===== config.mk =====
export PLATFORM = sky130hd
export DESIGN_NAME = scc_step_logic
export DESIGN_NICKNAME = d
export VERILOG_FILES = /design/src/scc_pkg.sv /design/src/scc_step_logic.sv
export SDC_FILE = /design/constraint.sdc
export NUM_CORES = 1
export LEC_CHECK = 0
export ABC_AREA = 0
export BUFFER_PORTS_ARGS = -buffer_cell sky130_fd_sc_hd__buf_2
export CAP_MARGIN = 20
export CELL_PAD_IN_SITES_DETAIL_PLACEMENT = 1
export CELL_PAD_IN_SITES_GLOBAL_PLACEMENT = 2
export CORE_AREA = 2 2 221 223
export DETAILED_ROUTE_END_ITERATION = 12
export DIE_AREA = 0 0 223 225
export GPL_TIMING_DRIVEN = 0
export PLACE_DENSITY = 0.77
export SKIP_LAST_GASP = 1
export SLEW_MARGIN = 20
export SYNTH_ARGS = -nofsm -noshare
export SYNTH_HDL_FRONTEND = slang
export SYNTH_SLANG_ARGS = --single-unit
export TNS_END_PERCENT = 1

===== constraint.sdc =====
create_clock -name vclk -period 12.81
set_clock_uncertainty 0.2 [all_clocks]
set_input_delay 2.562 -clock vclk [all_inputs]
set_output_delay 2.562 -clock vclk [all_outputs]
set_load 0.005 [all_outputs]

===== src/scc_pkg.sv =====
`timescale 1ns / 1ps
// ---------------------------------------------------------------------------
// scc_pkg
// Shared geometry, codes and transfer types of the snooping cache controller.
// ---------------------------------------------------------------------------
package scc_pkg;

    // Cache geometry
    localparam int NUM_SETS   = 64;
    localparam int NUM_WAYS   = 4;
    localparam int LINE_BYTES = 64;
    localparam int ADDR_BITS  = 32;

    localparam int OFFSET_W = $clog2(LINE_BYTES);
    localparam int SET_W    = (NUM_SETS > 1) ? $clog2(NUM_SETS) : 1;
    localparam int SET_BITS = $clog2(NUM_SETS);
    localparam int TAG_W    = ADDR_BITS - OFFSET_W - SET_BITS;
    localparam int WAY_W    = (NUM_WAYS > 1) ? $clog2(NUM_WAYS) : 1;

    // Opcodes
    localparam logic [1:0] OP_READ  = 2'd0;
    localparam logic [1:0] OP_WRITE = 2'd1;
    localparam logic [1:0] OP_SNOOP = 2'd2;
    localparam logic [1:0] OP_NOP   = 2'd3;

    // Bus transactions
    localparam logic [2:0] TX_NONE  = 3'd0;
    localparam logic [2:0] TX_RD    = 3'd1;
    localparam logic [2:0] TX_RDX   = 3'd2;
    localparam logic [2:0] TX_UPD   = 3'd3;
    localparam logic [2:0] TX_RDUPD = 3'd4;

    // Coherence states
    localparam logic [2:0] ST_I  = 3'd0;
    localparam logic [2:0] ST_C  = 3'd1;
    localparam logic [2:0] ST_E  = 3'd2;
    localparam logic [2:0] ST_SC = 3'd3;
    localparam logic [2:0] ST_SM = 3'd4;
    localparam logic [2:0] ST_M  = 3'd5;

    // Protocol select
    localparam logic MODE_INV    = 1'b0;
    localparam logic MODE_DRAGON = 1'b1;

    typedef struct packed {
        logic [1:0]  opcode;
        logic [31:0] address;
        logic        copies_elsewhere;
        logic [2:0]  snoop_tx;
    } scc_in_t;

    typedef struct packed {
        logic       hit;
        logic [2:0] bus_request;
        logic       evict_writeback;
        logic       flush;
        logic       intervention;
        logic       invalidated;
        logic       memory_access;
        logic [2:0] line_state;
    } scc_out_t;

    // One way of a set row
    typedef struct packed {
        logic [TAG_W-1:0] tag;
        logic             dirty;
        logic [2:0]       coh;
        logic [31:0]      stamp;
    } scc_way_t;

    typedef scc_way_t [NUM_WAYS-1:0] scc_row_t;

    // Write-back bundle from the step logic to the set store
    typedef struct packed {
        logic                en;
        logic [SET_W-1:0]    set;
        scc_row_t            row;
        logic [NUM_WAYS-1:0] valid;
    } scc_wr_t;

endpackage


===== src/scc_step_logic.sv =====
`timescale 1ns / 1ps
// ---------------------------------------------------------------------------
// scc_step_logic
// Lookup, victim choice and protocol transitions for one access on one set.
// ---------------------------------------------------------------------------
module scc_step_logic
(
    input  scc_pkg::scc_in_t             item,
    input  logic                         mode,
    input  logic [31:0]                  count,
    input  scc_pkg::scc_row_t            row,
    input  logic [scc_pkg::NUM_WAYS-1:0] valid,
    output scc_pkg::scc_out_t            res,
    output scc_pkg::scc_row_t            row_next,
    output logic [scc_pkg::NUM_WAYS-1:0] valid_next,
    output logic                         write_row,
    output logic [31:0]                  count_next
);
    import scc_pkg::*;

    logic [TAG_W-1:0] tag;
    logic             found;
    logic [WAY_W-1:0] hit_way;
    logic             any_free;
    logic [WAY_W-1:0] free_way;
    logic [WAY_W-1:0] lru_way;
    logic [31:0]      oldest;
    logic [WAY_W-1:0] victim;

    assign tag = item.address[OFFSET_W+SET_BITS +: TAG_W];

    // Tag match, first invalid way, and oldest stamp (ties to higher way)
    always_comb
    begin
        found    = 1'b0;
        hit_way  = '0;
        any_free = 1'b0;
        free_way = '0;
        lru_way  = '0;
        oldest   = row[0].stamp;
        for (int w = 0; w < NUM_WAYS; w++)
        begin
            if (!found && valid[w] && row[w].tag == tag)
            begin
                found   = 1'b1;
                hit_way = WAY_W'(w);
            end
            if (!any_free && !valid[w])
            begin
                any_free = 1'b1;
                free_way = WAY_W'(w);
            end
            if (row[w].stamp <= oldest)
            begin
                lru_way = WAY_W'(w);
                oldest  = row[w].stamp;
            end
        end
        victim = any_free ? free_way : lru_way;
    end

    // Protocol transitions
    always_comb
    begin
        logic [2:0] st;
        logic       rd;
        logic       upd;
        st         = ST_I;
        rd         = (item.snoop_tx == TX_RD) || (item.snoop_tx == TX_RDUPD);
        upd        = (item.snoop_tx == TX_UPD) || (item.snoop_tx == TX_RDUPD);
        res        = '0;
        row_next   = row;
        valid_next = valid;
        write_row  = 1'b0;
        count_next = count;

        case (item.opcode) inside
            OP_SNOOP:
            begin
                if (found)
                begin
                    write_row = 1'b1;
                    res.hit   = 1'b1;
                    st        = row[hit_way].coh;
                    if (mode == MODE_INV)
                    begin
                        if ((item.snoop_tx == TX_RD || item.snoop_tx == TX_RDX) &&
                            (st == ST_M || st == ST_C))
                        begin
                            res.flush       = (st == ST_M);
                            res.invalidated = 1'b1;
                            valid_next[hit_way]     = 1'b0;
                            row_next[hit_way].dirty = 1'b0;
                            st = ST_I;
                        end
                    end
                    else
                    begin
                        if (rd)
                        begin
                            if (st == ST_E)
                            begin
                                st               = ST_SC;
                                res.intervention = 1'b1;
                            end
                            else if (st == ST_SM)
                            begin
                                res.flush = 1'b1;
                            end
                            else if (st == ST_M)
                            begin
                                st               = ST_SM;
                                res.flush        = 1'b1;
                                res.intervention = 1'b1;
                            end
                        end
                        if (upd && st == ST_SM)
                        begin
                            st = ST_SC;
                        end
                    end
                    row_next[hit_way].coh = st;
                    res.line_state        = st;
                end
            end
            OP_READ, OP_WRITE:
            begin
                write_row  = 1'b1;
                count_next = count + 32'd1;
                if (found)
                begin
                    res.hit                 = 1'b1;
                    row_next[hit_way].stamp = count_next;
                    st                      = row[hit_way].coh;
                    if (mode == MODE_INV)
                    begin
                        st = row[hit_way].dirty ? ST_M : ST_C;
                        if (item.opcode == OP_WRITE)
                        begin
                            row_next[hit_way].dirty = 1'b1;
                            st = ST_M;
                        end
                    end
                    else if (item.opcode == OP_WRITE)
                    begin
                        row_next[hit_way].dirty = 1'b1;
                        if (st == ST_SC || st == ST_SM)
                        begin
                            res.bus_request = TX_UPD;
                            st = item.copies_elsewhere ? ST_SM : ST_M;
                        end
                        else if (st == ST_E)
                        begin
                            st = ST_M;
                        end
                    end
                    row_next[hit_way].coh = st;
                end
                else
                begin
                    st = row[victim].coh;
                    res.evict_writeback = valid[victim] && (st == ST_M || st == ST_SM);
                    res.memory_access   = 1'b1;
                    valid_next[victim]     = 1'b1;
                    row_next[victim].tag   = tag;
                    row_next[victim].dirty = (item.opcode == OP_WRITE);
                    row_next[victim].stamp = count_next;
                    if (mode == MODE_INV)
                    begin
                        st              = (item.opcode == OP_WRITE) ? ST_M : ST_C;
                        res.bus_request = (item.opcode == OP_WRITE) ? TX_RDX : TX_RD;
                    end
                    else if (item.opcode == OP_WRITE)
                    begin
                        st              = item.copies_elsewhere ? ST_SM : ST_M;
                        res.bus_request = item.copies_elsewhere ? TX_RDUPD : TX_RD;
                    end
                    else
                    begin
                        st              = item.copies_elsewhere ? ST_SC : ST_E;
                        res.bus_request = TX_RD;
                    end
                    row_next[victim].coh = st;
                end
                res.line_state = st;
            end
            default:
            begin
                res = '0;
            end
        endcase
    end

endmodule


# Word level (Yosys, flattened, before mapping)
# Index checks and enable logic that the tools add are counted.
# word_totals
regBits,0
input_bits,299
output_inout_bits,273
wordCells,198
# op_classes
add_sub_neg,1
magnitude_cmp,7
n_eq_ne,18
mux,138
bitwise_logic,3
reduce_logical,31
# ops
operator,n
2-to-1 mux 224 bit,12
bitwise mux 224 bit,9
demux 56 bit (select 2 bit),7
binary-select mux 56 bit (select 2 bit),2
2-to-1 mux 32 bit,6
2-to-1 mux 3 bit,37
2-to-1 mux 36 bit,3
2-to-1 mux 35 bit,3
<= comparator 32 bit,3
equality test 20 bit,4
2-to-1 mux 56 bit,1
2-to-1 mux 1 bit,34
"adder 32 x 1 -> 32 bit, second input constant",1
2-to-1 mux 4 bit,8
2-to-1 mux 2 bit,13
"equality test 3 bit, second input constant",6
logical AND 1 bit,15
"equality test 3 x 2 -> 1 bit, second input constant",4
logical NOT 1 bit,8
"equality test 3 x 1 -> 1 bit, second input constant",2
logical OR 1 bit,6
"< comparator 2 x 3 -> 1 bit, second input constant",2
AND 4 bit,1
demux 1 bit (select 2 bit),2
other kinds (8),9

# Longest topological paths before layout
# depth
ltp_word,34
ltp_mapped,35

# Least setup slack after synthesis
# OpenSTA, ideal clock, no wires.
# synth_path
kind,input-to-output
start,input port row[17] (netlist bit)
end,output port row_next[59] (netlist bit)
arrival_ns,9.571
setup_slack_ns,0.477
stages,32
path_cell_list,inv_1 ha_1 a211oi_1 o21bai_1 a21o_1 a221o_1 a221o_1 nand2_1 clkbuf_1 clkbuf_1 a21oi_1 ha_1 nand3_1 nor4_1 a21boi_0 o32ai_1 a21oi_1 clkbuf_1 buf_1 o21ai_0 ha_1 nand4_1 nor4_1 nand4_1 o221a_2 nand2_1 o211ai_1 or4b_2 a21oi_1 clkbuf_1 nor2_1 a21oi_1
# synth_lines
element,line,text
start: declaration,scc_step_logic.sv:11,"input scc_pkg::scc_row_t row,"
end: declaration,scc_step_logic.sv:14,"output scc_pkg::scc_row_t row_next,"

==> impl_metrics.json <==
{
  "startpoint_type": "input pin",
  "synth_top_area_cell": "ha_1",
  "finalHoldViolCount": 0,
  "finalSetupViolCount": 0,
  "tightest_slew_ps": 1020,
  "fmaxAchievable_mhz": 78.7,
  "synthTopCellsByArea": "ha_1 (14%), mux2_2 (12%), xnor2_1 (8.6%)",
  "final_cells": 2579,
  "dpl.cell_count": 2517,
  "grt_overflow": 0,
  "nNetsFinal": 2359,
  "antenna_found_initial": 10,
  "vias": 13500,
  "fin_crit_sh_pct": 99.2,
  "core_area_sq_um": 47500,
  "syn2layout_area_growth_pct": 57.8,
  "cp_slowest_cell": "or4b_4",
  "die_h_microns": 225,
  "worst_slack_ps": 107,
  "dr.first_iter.drc_count": 716,
  "synth.area.mux_share_pct": 12.0,
  "grt_max_degree": 11,
  "seq_area_frac_synth_pct": 0,
  "drive_gt1_share_pct": 45.2,
  "syn_avg_cell_area_sq_um": 6.47,
  "ant_nets": 0,
  "start_util_pct": 18.5,
  "n_sequential_cell": 0,
  "register_area_sq_um": 0,
  "hold_class": "input pin to output pin",
  "gp_congestion": 0.963,
  "io_pins": 572,
  "path_class": "input pin to output pin",
  "synth_top_family_by_area": "simple AND/OR/NAND/NOR gates",
  "die-area_sq_um": 50200,
  "die_w_microns": 223,
  "track_usage_pct": 26.2,
  "netlist_area_sq_um": 8820,
  "min_from": "count[31]",
  "grt_pass1_vias": 13800,
  "synth_simple_gate_area_share_pct": 28.2,
  "synth_fa_ha_area_share_pct": 14.0,
  "slew_violations": 0,
  "synth_xor_area_share_pct": 14.2,
  "outcome": "completed",
  "finalCriticalPeriod_ps": 12700,
  "rsz0062_at_grt": "yes",
  "grt_pass1_wl_mm": 96.9,
  "drt-total-wl_mm": 70.3,
  "place_ws_ps": -3500,
  "num-fill-cells": 6033,
  "syn_nets": 1761,
  "synth_compound_area_share_pct": 25.4,
  "synth_top_area_share_pct": 14.0,
  "portBuffers": 539,
  "cap_violations": 0,
  "yosys.cell_types.count": 78,
  "max_slew_margin_pct": 31.6,
  "yosysWarnings": 0,
  "rows": 80,
  "dr.pass1.iters": 7,
  "clock_buffers": 0,
  "avgViaCountPerCell": 5.22,
  "cts_hold_buf": 0,
  "critPathArrivalTime_ps": 9940,
  "remaining_drc_errors": 0,
  "crit_required_ps": 10050,
  "crit_path_start": "row[8]",
  "wire_per_inst_microns": 27.3,
  "end_kind": "output pin",
  "slowest_delay_ps": 580,
  "multi_input_area_sq_um": 8970,
  "cp_max_fo": 10,
  "hpwlAfterDp_mm": 60.5,
  "syn-instance-count": 1363
}
## path summary, 6_finish.rpt
path                             end  slack, ps  cells past startpoint
worst max-delay path    row_next[76]        110                     38
worst min-delay path  count_next[31]       5210                      3
## worst max-delay path, delay by kind of cell
family	cells	cell delay [ps]
buffers and inverters	11	1730
and+or+nand+nor	8	1690
AOI/OAI and AO/OA	16	3140
adders and majority gates	3	720
## Yosys cell counts, types with 10 or more instances
cell type,count
a211oi_1,16
a21oi_1,131
and3_1,13
buf_1,10
buf_2,13
clkbuf_1,52
ha_1,99
inv_1,49
mux2_2,91
nand2_1,163
nand2b_1,10
nand3_1,36
nand4_1,47
nor2_1,157
nor2b_1,10
nor3_1,20
nor4_1,13
o211ai_1,13
o21ai_0,131
xnor2_1,87
xor2_1,56
## what timing repair did
item / in CTS / in global routing
setup buffers: 23 / 31
setup endpoints to repair: 228 / 225
gates cloned: 3 / 2
resized for setup: 150 / 172
pin swaps: 31 / 62
## stage by stage
step	TNS, ps	cell area [sq um]	utilization (%)	hold slack (ps)
after CTS	-270	13100	27.5	5220
after floorplan	0	8820	-	4980
final	0	13900	29.3	5210
after global placement	-718270	12300	25.8	5210
after global routing	-7490	13900	29.3	5240
after detailed placement	-645570	12300	25.9	5220
## area by class of cell
type	instances	area share, %
antenna	5	0.0899
buffer	79	4.82
inverter	51	1.41
multi-input combinational	1231	64.5
tap	615	5.53
timing repair buffer	598	23.7
## routing by layer
| metal | track usage, % | routed length, microns | vias to the layer above |
|---|---|---|---|
| met4 | 7.04 | 2280 | 4 |
| met3 | 2.84 | 3750 | 97 |
| li1 | - | - | 6146 |
| met1 | 30.3 | 27700 | 6662 |
| met2 | 50.7 | 36600 | 562 |
| met5 | 0 | 21 | - |
## cells in the final DEF (no fill, tap or decap), types with 8 or more instances in the layout
cell	n
clkbuf_4	12
and3_1	12
nand4_1	47
buf_4	54
a21oi_1	94
clkbuf_1	11
o21ai_0	101
o211ai_1	13
buf_6	10
a211oi_1	9
ha_1	84
o21ai_1	20
a211oi_2	8
a21oi_2	30
nor2_1	150
buf_2	553
inv_1	44
nand2_2	8
nand3_1	35
xor2_1	56
mux2_2	89
nor3_1	20
nor4_1	10
nand2_1	156
nand2b_1	10
o21ai_2	9
xnor2_1	87
nor2b_1	9
ha_4	13
buf_12	10
## kinds of logic (layout without fill, tap and decap cells)
logic type	count (synthesis)	after routing
AO/OA/AOI/OAI	377	377
adder cells (fa/ha/maj)	99	99
other	0	5
XOR/XNOR	143	143
AND/OR/NAND/NOR	519	519
multiplexers	93	93
buffers and inverters	132	728
